--- src/rtl/dllp_pkg.sv ---
// Dash-list line parser: shared types, constants and result builder.
// No dependencies; compiled first.
`timescale 1ns / 1ps
`default_nettype none

package dllp_pkg;

	localparam int POS_W = 16;
	localparam int BYTE_W = 8;
	localparam int STAT_W = 3;
	localparam int Q_DEPTH = 3;
	localparam int Q_CNT_W = 2;

	localparam logic [POS_W-1:0] POS_MAX = {POS_W{1'b1}};
	localparam logic [31:0] MAX_TEXT_DEF = 32'd65535;

	localparam logic [BYTE_W-1:0] CH_DASH = 8'h2D;
	localparam logic [BYTE_W-1:0] CH_LF = 8'h0A;
	localparam logic [BYTE_W-1:0] CH_SP = 8'h20;
	localparam logic [BYTE_W-1:0] CH_CR = 8'h0D;

	typedef enum logic [STAT_W-1:0] {
		ST_ITEM     = 3'd0,
		ST_STOP     = 3'd1,
		ST_END      = 3'd2,
		ST_EMPTY    = 3'd3,
		ST_NO_ITEMS = 3'd4
	} status_t;

	typedef struct packed {
		status_t          status;
		logic [POS_W-1:0] item_offset;
		logic [POS_W-1:0] item_length;
		logic [POS_W-1:0] item_count;
		logic [POS_W-1:0] consumed_bytes;
		logic             last_of_run;
	} result_t;

	// results raised by one input beat: count 0..2, in order r0 then r1
	typedef struct packed {
		logic [1:0] n;
		result_t    r0;
		result_t    r1;
	} push_t;

	function automatic result_t make_result(
		input status_t          st,
		input logic [POS_W-1:0] off,
		input logic [POS_W-1:0] len,
		input logic [POS_W-1:0] cnt,
		input logic [POS_W-1:0] acc,
		input logic             last
	);
		result_t r;
		r.status         = st;
		r.item_offset    = off;
		r.item_length    = len;
		r.item_count     = cnt;
		r.consumed_bytes = acc;
		r.last_of_run    = last;
		return r;
	endfunction

endpackage

`default_nettype wire

--- src/rtl/dllp_ifs.sv ---
// Channel interfaces of the dash-list line parser: text input and result output.
// Depends on dllp_pkg for field widths.
`timescale 1ns / 1ps
`default_nettype none

interface dllp_text_if;
	logic                         valid;
	logic                         ready;
	logic                         action;
	logic [dllp_pkg::BYTE_W-1:0]  data_byte;

	modport source(output valid, output action, output data_byte, input ready);
	modport sink(input valid, input action, input data_byte, output ready);
endinterface

interface dllp_result_if;
	logic                         valid;
	logic                         ready;
	logic [dllp_pkg::STAT_W-1:0]  status;
	logic [dllp_pkg::POS_W-1:0]   item_offset;
	logic [dllp_pkg::POS_W-1:0]   item_length;
	logic [dllp_pkg::POS_W-1:0]   item_count;
	logic [dllp_pkg::POS_W-1:0]   consumed_bytes;
	logic                         last_of_run;

	modport source(
		output valid, output status, output item_offset, output item_length,
		output item_count, output consumed_bytes, output last_of_run, input ready
	);
	modport sink(
		input valid, input status, input item_offset, input item_length,
		input item_count, input consumed_bytes, input last_of_run, output ready
	);
endinterface

`default_nettype wire

--- src/rtl/dllp_parse.sv ---
// Parser state and per-beat decode: updates line state and raises 0..2 results.
// Depends on dllp_pkg.
`timescale 1ns / 1ps
`default_nettype none

module dllp_parse #(
	parameter logic [31:0] MAX_TEXT = dllp_pkg::MAX_TEXT_DEF
) (
	input  logic                        clk,
	input  logic                        arst_n,
	input  logic                        fire,
	input  logic                        action,
	input  logic [dllp_pkg::BYTE_W-1:0] data_byte,
	output logic                        finished,
	output dllp_pkg::push_t             push
);
	import dllp_pkg::*;

	localparam logic [POS_W-1:0] POS_CAP =
		(MAX_TEXT < 32'(POS_MAX)) ? MAX_TEXT[POS_W-1:0] : POS_MAX;

	typedef enum logic [1:0] {
		PH_START   = 2'd0,
		PH_DASH    = 2'd1,
		PH_CONTENT = 2'd2
	} phase_t;

	phase_t           phase_q, phase_d;
	logic [POS_W-1:0] bp_q, bp_d;
	logic [POS_W-1:0] line_q, line_d;
	logic [POS_W-1:0] cbeg_q, cbeg_d;
	logic [POS_W-1:0] ccnt_q, ccnt_d;
	logic             tcr_q, tcr_d;
	logic             vis_q, vis_d;
	logic [POS_W-1:0] items_q, items_d;
	logic [POS_W-1:0] acc_q, acc_d;
	logic             fin_q, fin_d;

	logic [POS_W-1:0] bp_inc, ccnt_inc, items_inc, len;
	logic             bad, ws;

	always_comb begin
		bp_inc    = (bp_q >= POS_CAP) ? POS_CAP : bp_q + 1'b1;
		ccnt_inc  = (ccnt_q >= POS_CAP) ? POS_CAP : ccnt_q + 1'b1;
		items_inc = (items_q == POS_MAX) ? POS_MAX : items_q + 1'b1;
		len       = ccnt_q - POS_W'(tcr_q);
		bad       = (phase_q == PH_DASH) || !vis_q;
		ws        = data_byte inside {[8'h09:8'h0D], CH_SP};

		phase_d = phase_q;
		bp_d    = bp_q;
		line_d  = line_q;
		cbeg_d  = cbeg_q;
		ccnt_d  = ccnt_q;
		tcr_d   = tcr_q;
		vis_d   = vis_q;
		items_d = items_q;
		acc_d   = acc_q;
		fin_d   = fin_q;
		push    = '0;

		if (fire && !fin_q) begin
			if (action) begin
				fin_d = 1'b1;
				if (phase_q == PH_START) begin
					push.n  = 2'd1;
					push.r0 = make_result((items_q != '0) ? ST_END : ST_NO_ITEMS,
						'0, '0, items_q, acc_q, 1'b1);
				end else if (bad) begin
					push.n  = 2'd1;
					push.r0 = make_result(ST_EMPTY, '0, '0, items_q, line_q, 1'b1);
				end else begin
					items_d = items_inc;
					acc_d   = bp_q;
					push.n  = 2'd2;
					push.r0 = make_result(ST_ITEM, cbeg_q, len, items_inc, bp_q, 1'b0);
					push.r1 = make_result(ST_END, '0, '0, items_inc, bp_q, 1'b1);
				end
			end else begin
				bp_d = bp_inc;
				if (phase_q == PH_START) begin
					if (data_byte != CH_DASH) begin
						fin_d   = 1'b1;
						push.n  = 2'd1;
						push.r0 = make_result((items_q != '0) ? ST_STOP : ST_NO_ITEMS,
							'0, '0, items_q, acc_q, 1'b1);
					end else begin
						phase_d = PH_DASH;
						line_d  = bp_q;
						cbeg_d  = bp_inc;
						ccnt_d  = '0;
						tcr_d   = 1'b0;
						vis_d   = 1'b0;
					end
				end else if (data_byte == CH_LF) begin
					phase_d = PH_START;
					push.n  = 2'd1;
					if (bad) begin
						fin_d   = 1'b1;
						push.r0 = make_result(ST_EMPTY, '0, '0, items_q, line_q, 1'b1);
					end else begin
						items_d = items_inc;
						acc_d   = bp_inc;
						push.r0 = make_result(ST_ITEM, cbeg_q, len, items_inc, bp_inc, 1'b1);
					end
				end else if (phase_q == PH_DASH && data_byte == CH_SP) begin
					cbeg_d  = bp_inc;
					phase_d = PH_CONTENT;
				end else begin
					phase_d = PH_CONTENT;
					ccnt_d  = ccnt_inc;
					tcr_d   = (data_byte == CH_CR);
					if (!ws) begin
						vis_d = 1'b1;
					end
				end
			end
		end
	end

	always_ff @(posedge clk or negedge arst_n) begin
		if (!arst_n) begin
			phase_q <= PH_START;
			bp_q    <= '0;
			line_q  <= '0;
			cbeg_q  <= '0;
			ccnt_q  <= '0;
			tcr_q   <= 1'b0;
			vis_q   <= 1'b0;
			items_q <= '0;
			acc_q   <= '0;
			fin_q   <= 1'b0;
		end else begin
			phase_q <= phase_d;
			bp_q    <= bp_d;
			line_q  <= line_d;
			cbeg_q  <= cbeg_d;
			ccnt_q  <= ccnt_d;
			tcr_q   <= tcr_d;
			vis_q   <= vis_d;
			items_q <= items_d;
			acc_q   <= acc_d;
			fin_q   <= fin_d;
		end
	end

	assign finished = fin_q;

endmodule

`default_nettype wire

--- src/rtl/dllp_outq.sv ---
// Result queue: three-entry shift queue that takes up to two results per cycle.
// Depends on dllp_pkg.
`timescale 1ns / 1ps
`default_nettype none

module dllp_outq (
	input  logic              clk,
	input  logic              arst_n,
	input  dllp_pkg::push_t   push,
	output logic              room,
	output logic              valid,
	input  logic              ready,
	output dllp_pkg::result_t head
);
	import dllp_pkg::*;

	result_t [Q_DEPTH-1:0] ent_q, ent_d;
	logic [Q_CNT_W-1:0]    cnt_q, cnt_d;
	logic [Q_CNT_W-1:0]    base;
	logic                  pop;

	always_comb begin
		pop   = (cnt_q != '0) && ready;
		base  = cnt_q - Q_CNT_W'(pop);
		cnt_d = base + push.n;
		ent_d = pop ? (ent_q >> $bits(result_t)) : ent_q;
		if (push.n != 2'd0) begin
			ent_d[base] = push.r0;
		end
		if (push.n == 2'd2) begin
			ent_d[base + 1'b1] = push.r1;
		end
	end

	always_ff @(posedge clk or negedge arst_n) begin
		if (!arst_n) begin
			cnt_q <= '0;
		end else begin
			cnt_q <= cnt_d;
		end
	end

	always_ff @(posedge clk) begin
		ent_q <= ent_d;
	end

	// room for a double beat this cycle
	assign room  = (cnt_q <= Q_CNT_W'(1));
	assign valid = (cnt_q != '0);
	assign head  = ent_q[0];

endmodule

`default_nettype wire

--- src/rtl/dash_list_line_parser_core.sv ---
// Dash-list line parser top level: parser state plus result queue.
// Depends on dllp_pkg, dllp_ifs, dllp_parse and dllp_outq.
//
// Takes one text beat (or the end-of-input beat) per clock while input ready
// is high and reports each dash-list item as offset and length of its stripped
// content, then a final status beat. Each text beat is decoded in the cycle it
// is taken and its results land in a three-entry result queue, so the sustained
// rate is one input beat per cycle while the result side drains. Input ready
// drops only when the queue holds two or more beats. End of input inside a line
// that holds an item yields two result beats, the item then the final status.
// After the final status the block keeps taking input and drops it until reset.
`timescale 1ns / 1ps
`default_nettype none

module dash_list_line_parser_core #(
	parameter logic [31:0] MAX_TEXT = dllp_pkg::MAX_TEXT_DEF
) (
	input  logic          clk,
	input  logic          arst_n,
	dllp_text_if.sink     text_ch,
	dllp_result_if.source result_ch
);
	import dllp_pkg::*;

	push_t   push;
	result_t head;
	logic    fire, finished, room;

	assign text_ch.ready = finished || room;
	assign fire          = text_ch.valid && text_ch.ready;

	dllp_parse #(
		.MAX_TEXT(MAX_TEXT)
	) u_parse (
		.clk      (clk),
		.arst_n   (arst_n),
		.fire     (fire),
		.action   (text_ch.action),
		.data_byte(text_ch.data_byte),
		.finished (finished),
		.push     (push)
	);

	dllp_outq u_outq (
		.clk   (clk),
		.arst_n(arst_n),
		.push  (push),
		.room  (room),
		.valid (result_ch.valid),
		.ready (result_ch.ready),
		.head  (head)
	);

	assign result_ch.status         = head.status;
	assign result_ch.item_offset    = head.item_offset;
	assign result_ch.item_length    = head.item_length;
	assign result_ch.item_count     = head.item_count;
	assign result_ch.consumed_bytes = head.consumed_bytes;
	assign result_ch.last_of_run    = head.last_of_run;

endmodule

`default_nettype wire

--- src/flat_wrapper.sv ---
// flat-port wrapper written by rule: the top's interface ports become plain ports
module dash_list_line_parser_core_flat import dllp_pkg::*;
#(
	parameter logic [31:0] MAX_TEXT = dllp_pkg::MAX_TEXT_DEF
)
  (clk, arst_n, text_ch_valid, text_ch_action, text_ch_data_byte, text_ch_ready, result_ch_valid, result_ch_status, result_ch_item_offset, result_ch_item_length, result_ch_item_count, result_ch_consumed_bytes, result_ch_last_of_run, result_ch_ready);
  dllp_text_if text_ch_i ();
  dllp_result_if result_ch_i ();
  input  logic clk;
  input  logic arst_n;
  input wire logic [$bits(text_ch_i.valid)-1:0] text_ch_valid;
  input wire logic [$bits(text_ch_i.action)-1:0] text_ch_action;
  input wire logic [$bits(text_ch_i.data_byte)-1:0] text_ch_data_byte;
  output wire logic [$bits(text_ch_i.ready)-1:0] text_ch_ready;
  output wire logic [$bits(result_ch_i.valid)-1:0] result_ch_valid;
  output wire logic [$bits(result_ch_i.status)-1:0] result_ch_status;
  output wire logic [$bits(result_ch_i.item_offset)-1:0] result_ch_item_offset;
  output wire logic [$bits(result_ch_i.item_length)-1:0] result_ch_item_length;
  output wire logic [$bits(result_ch_i.item_count)-1:0] result_ch_item_count;
  output wire logic [$bits(result_ch_i.consumed_bytes)-1:0] result_ch_consumed_bytes;
  output wire logic [$bits(result_ch_i.last_of_run)-1:0] result_ch_last_of_run;
  input wire logic [$bits(result_ch_i.ready)-1:0] result_ch_ready;
  assign text_ch_i.valid = text_ch_valid;
  assign text_ch_i.action = text_ch_action;
  assign text_ch_i.data_byte = text_ch_data_byte;
  assign text_ch_ready = text_ch_i.ready;
  assign result_ch_valid = result_ch_i.valid;
  assign result_ch_status = result_ch_i.status;
  assign result_ch_item_offset = result_ch_i.item_offset;
  assign result_ch_item_length = result_ch_i.item_length;
  assign result_ch_item_count = result_ch_i.item_count;
  assign result_ch_consumed_bytes = result_ch_i.consumed_bytes;
  assign result_ch_last_of_run = result_ch_i.last_of_run;
  assign result_ch_i.ready = result_ch_ready;
  dash_list_line_parser_core #(.MAX_TEXT(MAX_TEXT)) u_core (.clk(clk), .arst_n(arst_n), .text_ch(text_ch_i), .result_ch(result_ch_i));
endmodule
--- config.mk ---
export PLATFORM = sky130hd
export DESIGN_NAME = dash_list_line_parser_core_flat
export DESIGN_NICKNAME = d
export VERILOG_FILES = /design/src/rtl/dllp_pkg.sv /design/src/rtl/dllp_ifs.sv /design/src/rtl/dllp_parse.sv /design/src/rtl/dllp_outq.sv /design/src/rtl/dash_list_line_parser_core.sv /design/src/flat_wrapper.sv
export SDC_FILE = /design/constraint.sdc
export NUM_CORES = 1
export LEC_CHECK = 0
export ABC_AREA = 1
export BUFFER_PORTS_ARGS = -buffer_cell sky130_fd_sc_hd__buf_2
export CORE_UTILIZATION = 56
export DETAILED_ROUTE_END_ITERATION = 10
export PLACE_DENSITY_LB_ADDON = 0.05
export SYNTH_ARGS = -nofsm -noshare
export SYNTH_HDL_FRONTEND = slang
export SYNTH_SLANG_ARGS = --single-unit
--- constraint.sdc ---
create_clock -name clk -period 2.7 [get_ports clk]
set_input_delay 0.54 -clock clk [delete_from_list [all_inputs] [get_ports clk]]
set_output_delay 0.54 -clock clk [all_outputs]
set_load 0.005 [all_outputs]
# Word level (Yosys, flattened, before mapping)
# Cells that the tools add are included.
# W data, S select, Z words.
[totals]
elab_cells = 150
inputBits = 13
output_inout_bits = 70
register_bits = 307
[op_classes]
reduce_logical = 29
bitwise_logic = 4
n_eq_ne = 12
magnitude_cmp = 9
addsub = 7
muxes = 60
[op_table]
columns = ["cell", "count"]
rows = [
  ["$mux W204", 3],
  ["$bwmux W204", 2],
  ["$mux W16", 22],
  ["$mux W70", 4],
  ["$demux W68 S2", 2],
  ["$mux W68", 3],
  ["$mux W67", 3],
  ["$mux W138", 1],
  ["$mux W69", 2],
  ["$add A16 B1 Y16 const B", 3],
  ["$ge A16 B16 Y1 const B", 2],
  ["$eq A16 B16 Y1 const B", 1],
  ["$eq A8 B4 Y1 const B", 2],
  ["$reduce_bool A16 Y1", 1],
  ["$sub A16 B1 Y16", 1],
  ["$mux W1", 13],
  ["$reduce_and A4 Y1", 3],
  ["$reduce_and A5 Y1", 2],
  ["$reduce_bool A2 Y1", 5],
  ["$eq A8 B6 Y1 const B", 1],
  ["$ge A8 B4 Y1 const B", 1],
  ["$le A8 B4 Y1 const B", 1],
  ["$ne A8 B6 Y1 const B", 1],
  ["$logic_and A1 B1 Y1", 7],
  ["21 further kinds", 35],
]

# Depth between registers and ports, before layout
# Gate-level depths: netlist of run 1.
[logic_depth]
word_depth = 11
mapped_depth = 18
mapped_depth_nobuf = 15

# Modules after synthesis
# Synthesis of run 1 repeated with hierarchy kept, for this count alone.
[unflattened]
hier_cells = 3502
hier_area_um2 = 20661.1
[by_module_without_submodules]
columns = ["mod", "cells_per_inst", "seq_area_each_um2", "instances", "area_each_um2"]
rows = [
  ["dllp_outq", 2297, 4134.0, 1, 12941.2],
  ["dllp_parse", 1201, 2527.4, 1, 7702.4],
  ["dash_list_line_parser_core", 4, 0.0, 1, 17.5],
]

# Worst setup path after synthesis of run 1
# No wires, ideal clock.
[synth_timing]
path_type = "input port to flip-flop"
from = "input result_ch_ready"
to = "register u_core.u_outq.ent_q (netlist bit u_core.u_outq.head[21])"
setup_ps = 114
path_stages = 15
n_path_buf = 4
required_ps = 2586
setup_slack_ps = -118
t_arrival_ps = 2705
cell_sequence = "nand2_1 -> inv_1 -> clkbuf_1 -> clkbuf_1 -> ha_1 -> or2_1 -> nand2_2 -> nor2_2 -> inv_2 -> nor2_2 -> buf_2 -> buf_4 -> nand2_1 -> nand3_1 -> nand2_1"
[synth_lines]
columns = ["item", "line", "source"]
rows = [
  ["start, declared", "flat_wrapper.sv:22", "input wire logic [$bits(result_ch_i.ready)-1:0] result_ch_ready;"],
  ["end signal, assigned", "dllp_outq.sv:44", "ent_q <= ent_d;"],
  ["end, declared", "dllp_outq.sv:17", "result_t [Q_DEPTH-1:0] ent_q, ent_d;"],
]

==> run metrics, run 1 <==
dominant combinational cell family by area after synthesis simple AND/OR/NAND/NOR gates; footprint of the multi-input gates 0.00870 mm²; number of buffers created by CTS 36; post-synthesis mux area share 0%; cell area after synthesis 0.0174 mm²; Clock Tree Buf Depth 3; Leak 8.76 nW; Reg clk slew, reported paths 0.06 ns; XOR/XNOR Fraction of Synth Area 1.26%; Setup Skew 0.0145 ns; DP HPWL 34,800 µm; global-route wire length before repair 83,900 µm; H-tree lvl count 2; outcome completed; IR drop worst, VDD 0.000494 V; Fill cells 2,875; #FFs+latches synth 307; Initial Utilization 56.8%; setup violators final 0; DRC Markers 0; CTS sink cnt 307; Crit path required time 3.14 ns; crit-path cells nand2_1 -> nand2_2 -> nor2_4 -> inv_2 -> nor2_4 -> nand2_4 -> nor3_4 -> inv_2 -> o21a_1 -> a21oi_1; Worst Hold Class input pin to asynchronous set/reset pin; CTS tree yes; Synth Area in Compound Gates 15.6%; I/O Buffers 82; Max stage delay cell, worst path nor3_4; sequential fraction of the synthesis area 38.3%; Die Width 178 µm; fraction of layout cells with a size suffix above 1 10.2%; simple-gate area share of the yosys netlist 32.4%; initial antenna violation count 3; Async SR Flop Fraction 33.6%; Synth area leader dfxtp_1; I/O pins 83; DR vias 17.2k; Worst Setup Start Kind flip-flop; vias in the first global route 15.6k; Hold Fails Final Rpt 0; die area 0.0317 mm²; Top FF cell, synth dfxtp_1; fin. max-slew vios 0; Final period util 94.1%; clock tree root driver cell clkbuf_16; Cell variety after synth 42; syn nets 2,681; Storage cell area 0.00666 mm²; DRT Pass-1 Iters 5; minimum clock period 2.54 ns; placed cell count 2,993; worst-skew pair later-pin latency 0.52 ns; number of vias per cell 5.64; CP max FO 12; Post-Route Setup TNS 0 ns; overall routed net length 52,700 µm; core region area 0.0306 mm²; worst slew pin tran 1.15 ns; top cells by count, synth 842 x nand2_1, 270 x o21ai_0, 241 x nor2_1, 205 x inv_1, 204 x dfxtp_1; CP Capture Type flip-flop; Cells after Synth 2,660; warnings from Yosys 0; DR WL/cell 17.2 µm; Antenna Nets Post-Route 0; area grow syn2layout 10.3%; CP Class flip-flop to flip-flop; Buf/Inv on CP 2; Final #Nets 2,656; Tot Pwr 0.0110 W; Slew HR 23.6%; Synth Area in Adders 0.576%; GR Util All Layers 33.5%; Post-synth EDFFs 0; pwr/cell area 576 mW/mm²; top cell type's share of synthesized area 23.5%; GRT overflow 0; most numerous cell in the Yosys netlist nand2_1; row count 64; Final Wtd Congestion 0.940; hold_buf cts 0; number of DRC markers in iteration 0 1,719; die height 178 µm; Worst path top cell family by delay simple AND/OR/NAND/NOR gates; Max Cap Violations 0; Hold Slack 0.0824 ns; largest net degree at the start of global routing 204; Critical Path AT 2.98 ns; Non-Filler Instances 3,060; RSZ-0062 raised after global routing no; critical path's largest stage delay 0.55 ns; Mapped Avg Cell Area 6.53 µm²; largest cells by area after synthesis dfxtp_1 24%, nand2_1 18%, dfrtp_1 15%; highest clock rate 0.393 GHz
## placed cells by master (no fill, tap or decap), drive strengths merged
| cell type | netlist | final |
|---|---|---|
| a21oi | 167 | 167 |
| or2 | 5 | 5 |
| nand3b | 1 | 1 |
| nor4 | 3 | 3 |
| ha | 8 | 8 |
| nor3 | 25 | 25 |
| nand3 | 190 | 190 |
| o21ai | 275 | 275 |
| dfxtp | 204 | 204 |
| clkinv | 1 | 7 |
| nand4 | 34 | 34 |
| xnor2 | 4 | 4 |
| xor2 | 21 | 21 |
| a41oi | 1 | 1 |
| and2 | 1 | 1 |
| clkinvlp | 0 | 2 |
| diode | 0 | 1 |
| o21bai | 1 | 1 |
| nand2 | 848 | 848 |
| nor2 | 255 | 255 |
| bufinv | 0 | 3 |
| dfrtp | 103 | 103 |
| o211ai | 29 | 29 |
| clkbuf | 84 | 54 |
| a31oi | 1 | 1 |
| a211oi | 18 | 18 |
| nor3b | 1 | 1 |
| buf | 144 | 165 |
| inv | 218 | 219 |
| o21a | 8 | 8 |
| o22ai | 10 | 10 |
## cell families after synthesis
family | count (synthesis)
adders and majority gates | 8
AOI/OAI and AO/OA | 510
DFF | 307
xor gates and xnor gates | 25
buffers and inverters | 447
and+or+nand+nor | 1363
## where the power goes
| group | internal, W | total [W] | switching, W |
|---|---|---|---|
| combinational | 0.000310 | 0.00130 | 0.000990 |
| sequential | 0.00464 | 0.00468 | 0.0000417 |
| clock | 0.00310 | 0.00507 | 0.00197 |
| total | 0.00804 | 0.0110 | 0.00300 |
## layout make-up
cell class                      instances  share of cell area, %
Sequential cell                       307                   34.7
Multi-Input combinational cell       1906                   45.4
Timing Repair Buffer                  165                   6.45
Tap cell                              396                   2.58
Inverter                              219                   4.30
Clock buffer                           54                   5.69
Antenna cell                            1                 0.0131
Clock inverter                         12                  0.809
## registers in the layout (all words and copies together), names as in the netlist
name and flops:
u_core.u_parse.cbeg_q 16, u_core.u_outq.head 68, u_core.u_parse.bp_q 16, u_core.u_parse.tcr_q 1, u_core.u_parse.line_q 16, u_core.u_outq.ent_q 136, u_core.u_parse.finished 1, u_core.u_parse.phase_q 2
u_core.u_parse.ccnt_q 16, u_core.u_outq.cnt_q 2, u_core.u_parse.items_q 16, u_core.u_parse.acc_q 16, u_core.u_parse.vis_q 1
## path summary, 6_finish.rpt
path	start	end	slack, ns	depth (start not counted)
setup / recovery	u_core.u_parse.phase_q[0]$_DFFE_PN0P_	u_core.u_outq.ent_q[164]$_DFF_P_	0.16	10
hold / removal	arst_n	u_core.u_parse.cbeg_q[10]$_DFFE_PN0P_	0.08	2
setup reg to reg	u_core.u_parse.phase_q[0]$_DFFE_PN0P_	u_core.u_outq.ent_q[164]$_DFF_P_	0.16	10
hold reg to reg	u_core.u_parse.finished$_DFFE_PN0P_	u_core.u_parse.finished$_DFFE_PN0P_	0.48	2
max in group asynchronous	arst_n	u_core.u_parse.ccnt_q[3]$_DFFE_PN0P_	2.11	2
min in group clk	text_ch_data_byte[0]	u_core.u_parse.tcr_q$_DFFE_PN0P_	0.38	3
## timing repair
action                     CTS  global route
setup endpoints to repair    0             3
resized for setup            0             2
setup buffers                0             0
## metrics by stage
stage | instance area [µm²] | worst slack, ns | utilization [%]
after floorplan | 17400 | 0.0180 | -
after global placement | 17900 | 0.122 | 58.5
after detailed placement | 17900 | 0.143 | 58.5
after CTS | 19200 | 0.195 | 62.6
after global routing | 19200 | 0.0135 | 62.7
final | 19200 | 0.158 | 62.7
## routing by layer
| metal | global-route usage (%) | up-vias | routed length (µm) |
|---|---|---|---|
| li1 | - | 8467 | - |
| met5 | 0 | - | 27 |
| met2 | 53.0 | 679 | 23400 |
| met3 | 6.14 | 109 | 4370 |
| met1 | 46.2 | 7987 | 23500 |
| met4 | 10.7 | 4 | 1470 |
Power figures use the tool's default switching activity.
==> inputs of run 2 (changes only) <==
--- a/config.mk
+++ b/config.mk
@@ -10,6 +10,7 @@
 export CORE_UTILIZATION = 56
 export DETAILED_ROUTE_END_ITERATION = 10
 export PLACE_DENSITY_LB_ADDON = 0.05
+export SLEW_MARGIN = 10
 export SYNTH_ARGS = -nofsm -noshare
 export SYNTH_HDL_FRONTEND = slang
 export SYNTH_SLANG_ARGS = --single-unit
==> constraint.sdc (replaced) <==
create_clock -name clk -period 2.7 [get_ports clk]
set_input_delay 0.54 -clock clk [delete_from_list [all_inputs] [get_ports clk]]
set_output_delay 0.54 -clock clk [all_outputs]
set_load 0.05 [all_outputs]
==> run metrics, run 2 (same netlist as run 1, synthesis figures left out) <==
DP HPWL 34,800 µm (about the same); largest net degree at the start of global routing 204 (unchanged); clock tree root driver cell clkbuf_16 (unchanged); CP Class flip-flop to flip-flop (unchanged); number of buffers created by CTS 36 (unchanged); Reg clk slew, reported paths 0.06 ns (about the same); worst slew pin tran 0.865 ns (was 1.15 ns); Final #Nets 2,656 (unchanged); IR drop worst, VDD 0.000687 V (was 0.000494 V); CP Capture Type flip-flop (unchanged); core region area 0.0306 mm² (unchanged); r2r startpoint u_core.u_outq.cnt_q[1]$_DFF_PN0_ (was u_core.u_parse.phase_q[0]$_DFFE_PN0P_); # diodes 0 (was 1); Setup Skew 0.0165 ns (was 0.0145 ns); global-route wire length before repair 83,400 µm (was 83,900 µm); I/O pins 83 (unchanged); die area 0.0317 mm² (unchanged); fin. max-slew vios 0 (unchanged); pwr/cell area 570 mW/mm² (was 576 mW/mm²); DRC Markers 0 (unchanged); final worst slack 0.218 ns (was 0.158 ns); Initial Utilization 56.8% (unchanged); Final period util 91.9% (was 94.1%); fraction of layout cells with a size suffix above 1 9.99% (was 10.2%); CTS tree yes (unchanged); overall routed net length 52,700 µm (about the same); number of DRC markers in iteration 0 1,701 (was 1,719); r2r setup slk 0.22 ns (was 0.16 ns); H-tree lvl count 2 (unchanged); Hold Fails Final Rpt 0 (unchanged); minimum clock period 2.48 ns (was 2.54 ns); Slew HR 42.3% (was 23.6%); Critical Path AT 2.94 ns (was 2.98 ns); number of vias per cell 5.59 (was 5.64); Clock Tree Buf Depth 3 (unchanged); Max Cap Violations 0 (unchanged); max reg flops 136 (unchanged); DR WL/cell 17.2 µm (about the same); hold_buf cts 0 (unchanged); Antenna Nets Post-Route 0 (unchanged); DRT Pass-1 Iters 8 (was 5); outcome completed (unchanged); initial antenna violation count 1 (was 3); Leak 8.70 nW (was 8.76 nW); die height 178 µm (unchanged); worst-skew pair later-pin latency 0.53 ns (was 0.52 ns); Post-Route Setup TNS 0 ns (unchanged); Worst Hold Class input pin to asynchronous set/reset pin (unchanged); Tot Pwr 0.0109 W (was 0.0110 W); vias in the first global route 15.5k (was 15.6k); largest reg by FF count u_core.u_outq.ent_q (unchanged); post-CTS sizing 0 (unchanged); DR vias 17.1k (was 17.2k); I/O Buffers 82 (unchanged); worst reg2reg path endpoint u_core.u_outq.head[50]$_DFF_P_ (was u_core.u_outq.ent_q[164]$_DFF_P_); setup violators final 0 (unchanged); Crit path required time 3.16 ns (was 3.14 ns); Worst R2R Path Depth 12 (was 10); most frequent cells in the layout 840 x nand2_1, 270 x o21ai_0, 241 x nor2_1 (was 841 x nand2_1, 270 x o21ai_0, 241 x nor2_1); CTS sink cnt 307 (unchanged); dpl ws 0.165 ns (was 0.143 ns); Final Wtd Congestion 0.928 (was 0.940); number of setup buffers added after CTS 0 (unchanged); GRT overflow 0 (unchanged); RSZ-0062 raised after global routing no (unchanged); row count 64 (unchanged); Worst Setup Start Kind flip-flop (unchanged); GR Util All Layers 33.5% (about the same); highest clock rate 0.403 GHz (was 0.393 GHz); CP max FO 93 (was 12); leading cell type in the layout, fill and taps excluded nand2_1 (unchanged); area grow syn2layout 9.87% (was 10.3%); Post-Route Utilization 62.4% (was 62.7%); Die Width 178 µm (unchanged)
[run 2: cell count changes in the layout (fill, tap and decap cells not counted), sizes merged]
cell	change
clkinv	+1
diode	-1
clkbuf	+5
clkinvlp	-2
inv	-1
bufinv	-3
[run 2: worst max path at each step]
stage | from | endpoint | cells past startpoint
4_1_cts | u_core.u_outq.cnt_q[1]$_DFF_PN0_ | u_core.u_outq.ent_q[180]$_DFF_P_ | 14
3_3_place_gp | text_ch_data_byte[2] | u_core.u_outq.head[1]$_DFF_P_ | 14
6_report | u_core.u_outq.cnt_q[1]$_DFF_PN0_ | u_core.u_outq.head[50]$_DFF_P_ | 12
5_1_grt | u_core.u_outq.cnt_q[1]$_DFF_PN0_ | u_core.u_outq.ent_q[188]$_DFF_P_ | 14
2_1_floorplan | u_core.u_outq.cnt_q[1]$_DFF_PN0_ | u_core.u_outq.head[21]$_DFF_P_ | 16
3_5_place_dp | text_ch_data_byte[2] | u_core.u_outq.head[1]$_DFF_P_ | 14
[run 2: power by group]
group / internal, W / total (W) / leakage (nW) / switching [W]
logic: 0.000323 / 0.00145 / 5.36 / 0.00113
clock network: 0.00277 / 0.00475 / 0.567 / 0.00198
registers: 0.00464 / 0.00468 / 2.78 / 0.0000385
[run 2: metal layers]
metal  GRT usage (%)  wire [µm]  share of wire, %
met5               0         11             0.021
met4            11.6       1500               2.8
met3            5.67       4280               8.1
met2            53.0      23600                45
met1            46.0      23400                44
[run 2: final cells by class]
cell class | instances | area [µm²]
fill | 2899 | 11500
clock inverter | 7 | 68.8
inverter | 219 | 825
sequential | 307 | 6660
tap | 396 | 495
timing repair buffer | 165 | 1240
multi-input combinational | 1906 | 8710
clock buffer | 59 | 1090
[run 2: metrics by stage]
step | hold slack, ns | instances | instance area (µm²)
after detailed placement | 0.474 | 2993 | 17900
after global placement | 0.459 | 2993 | 17900
after floorplan | 0.244 | 2660 | 17400
after CTS | 0.0126 | 3059 | 19100
after global routing | 0.0402 | 3059 | 19100
final | 0.0199 | 3059 | 19100
[run 2: worst max-delay path, stage by stage, from the launching register on]
cell and delay (ns):
dfrtp_1 0.40, inv_2 0.11, nand2_4 0.10, nand2_8 0.09
inv_4 0.04, ha_1 0.29, inv_1 0.10, nor2_4 0.31
inv_2 0.12, nor2_4 0.15, buf_12 0.35, o21ai_0 0.15
a21oi_1 0.15
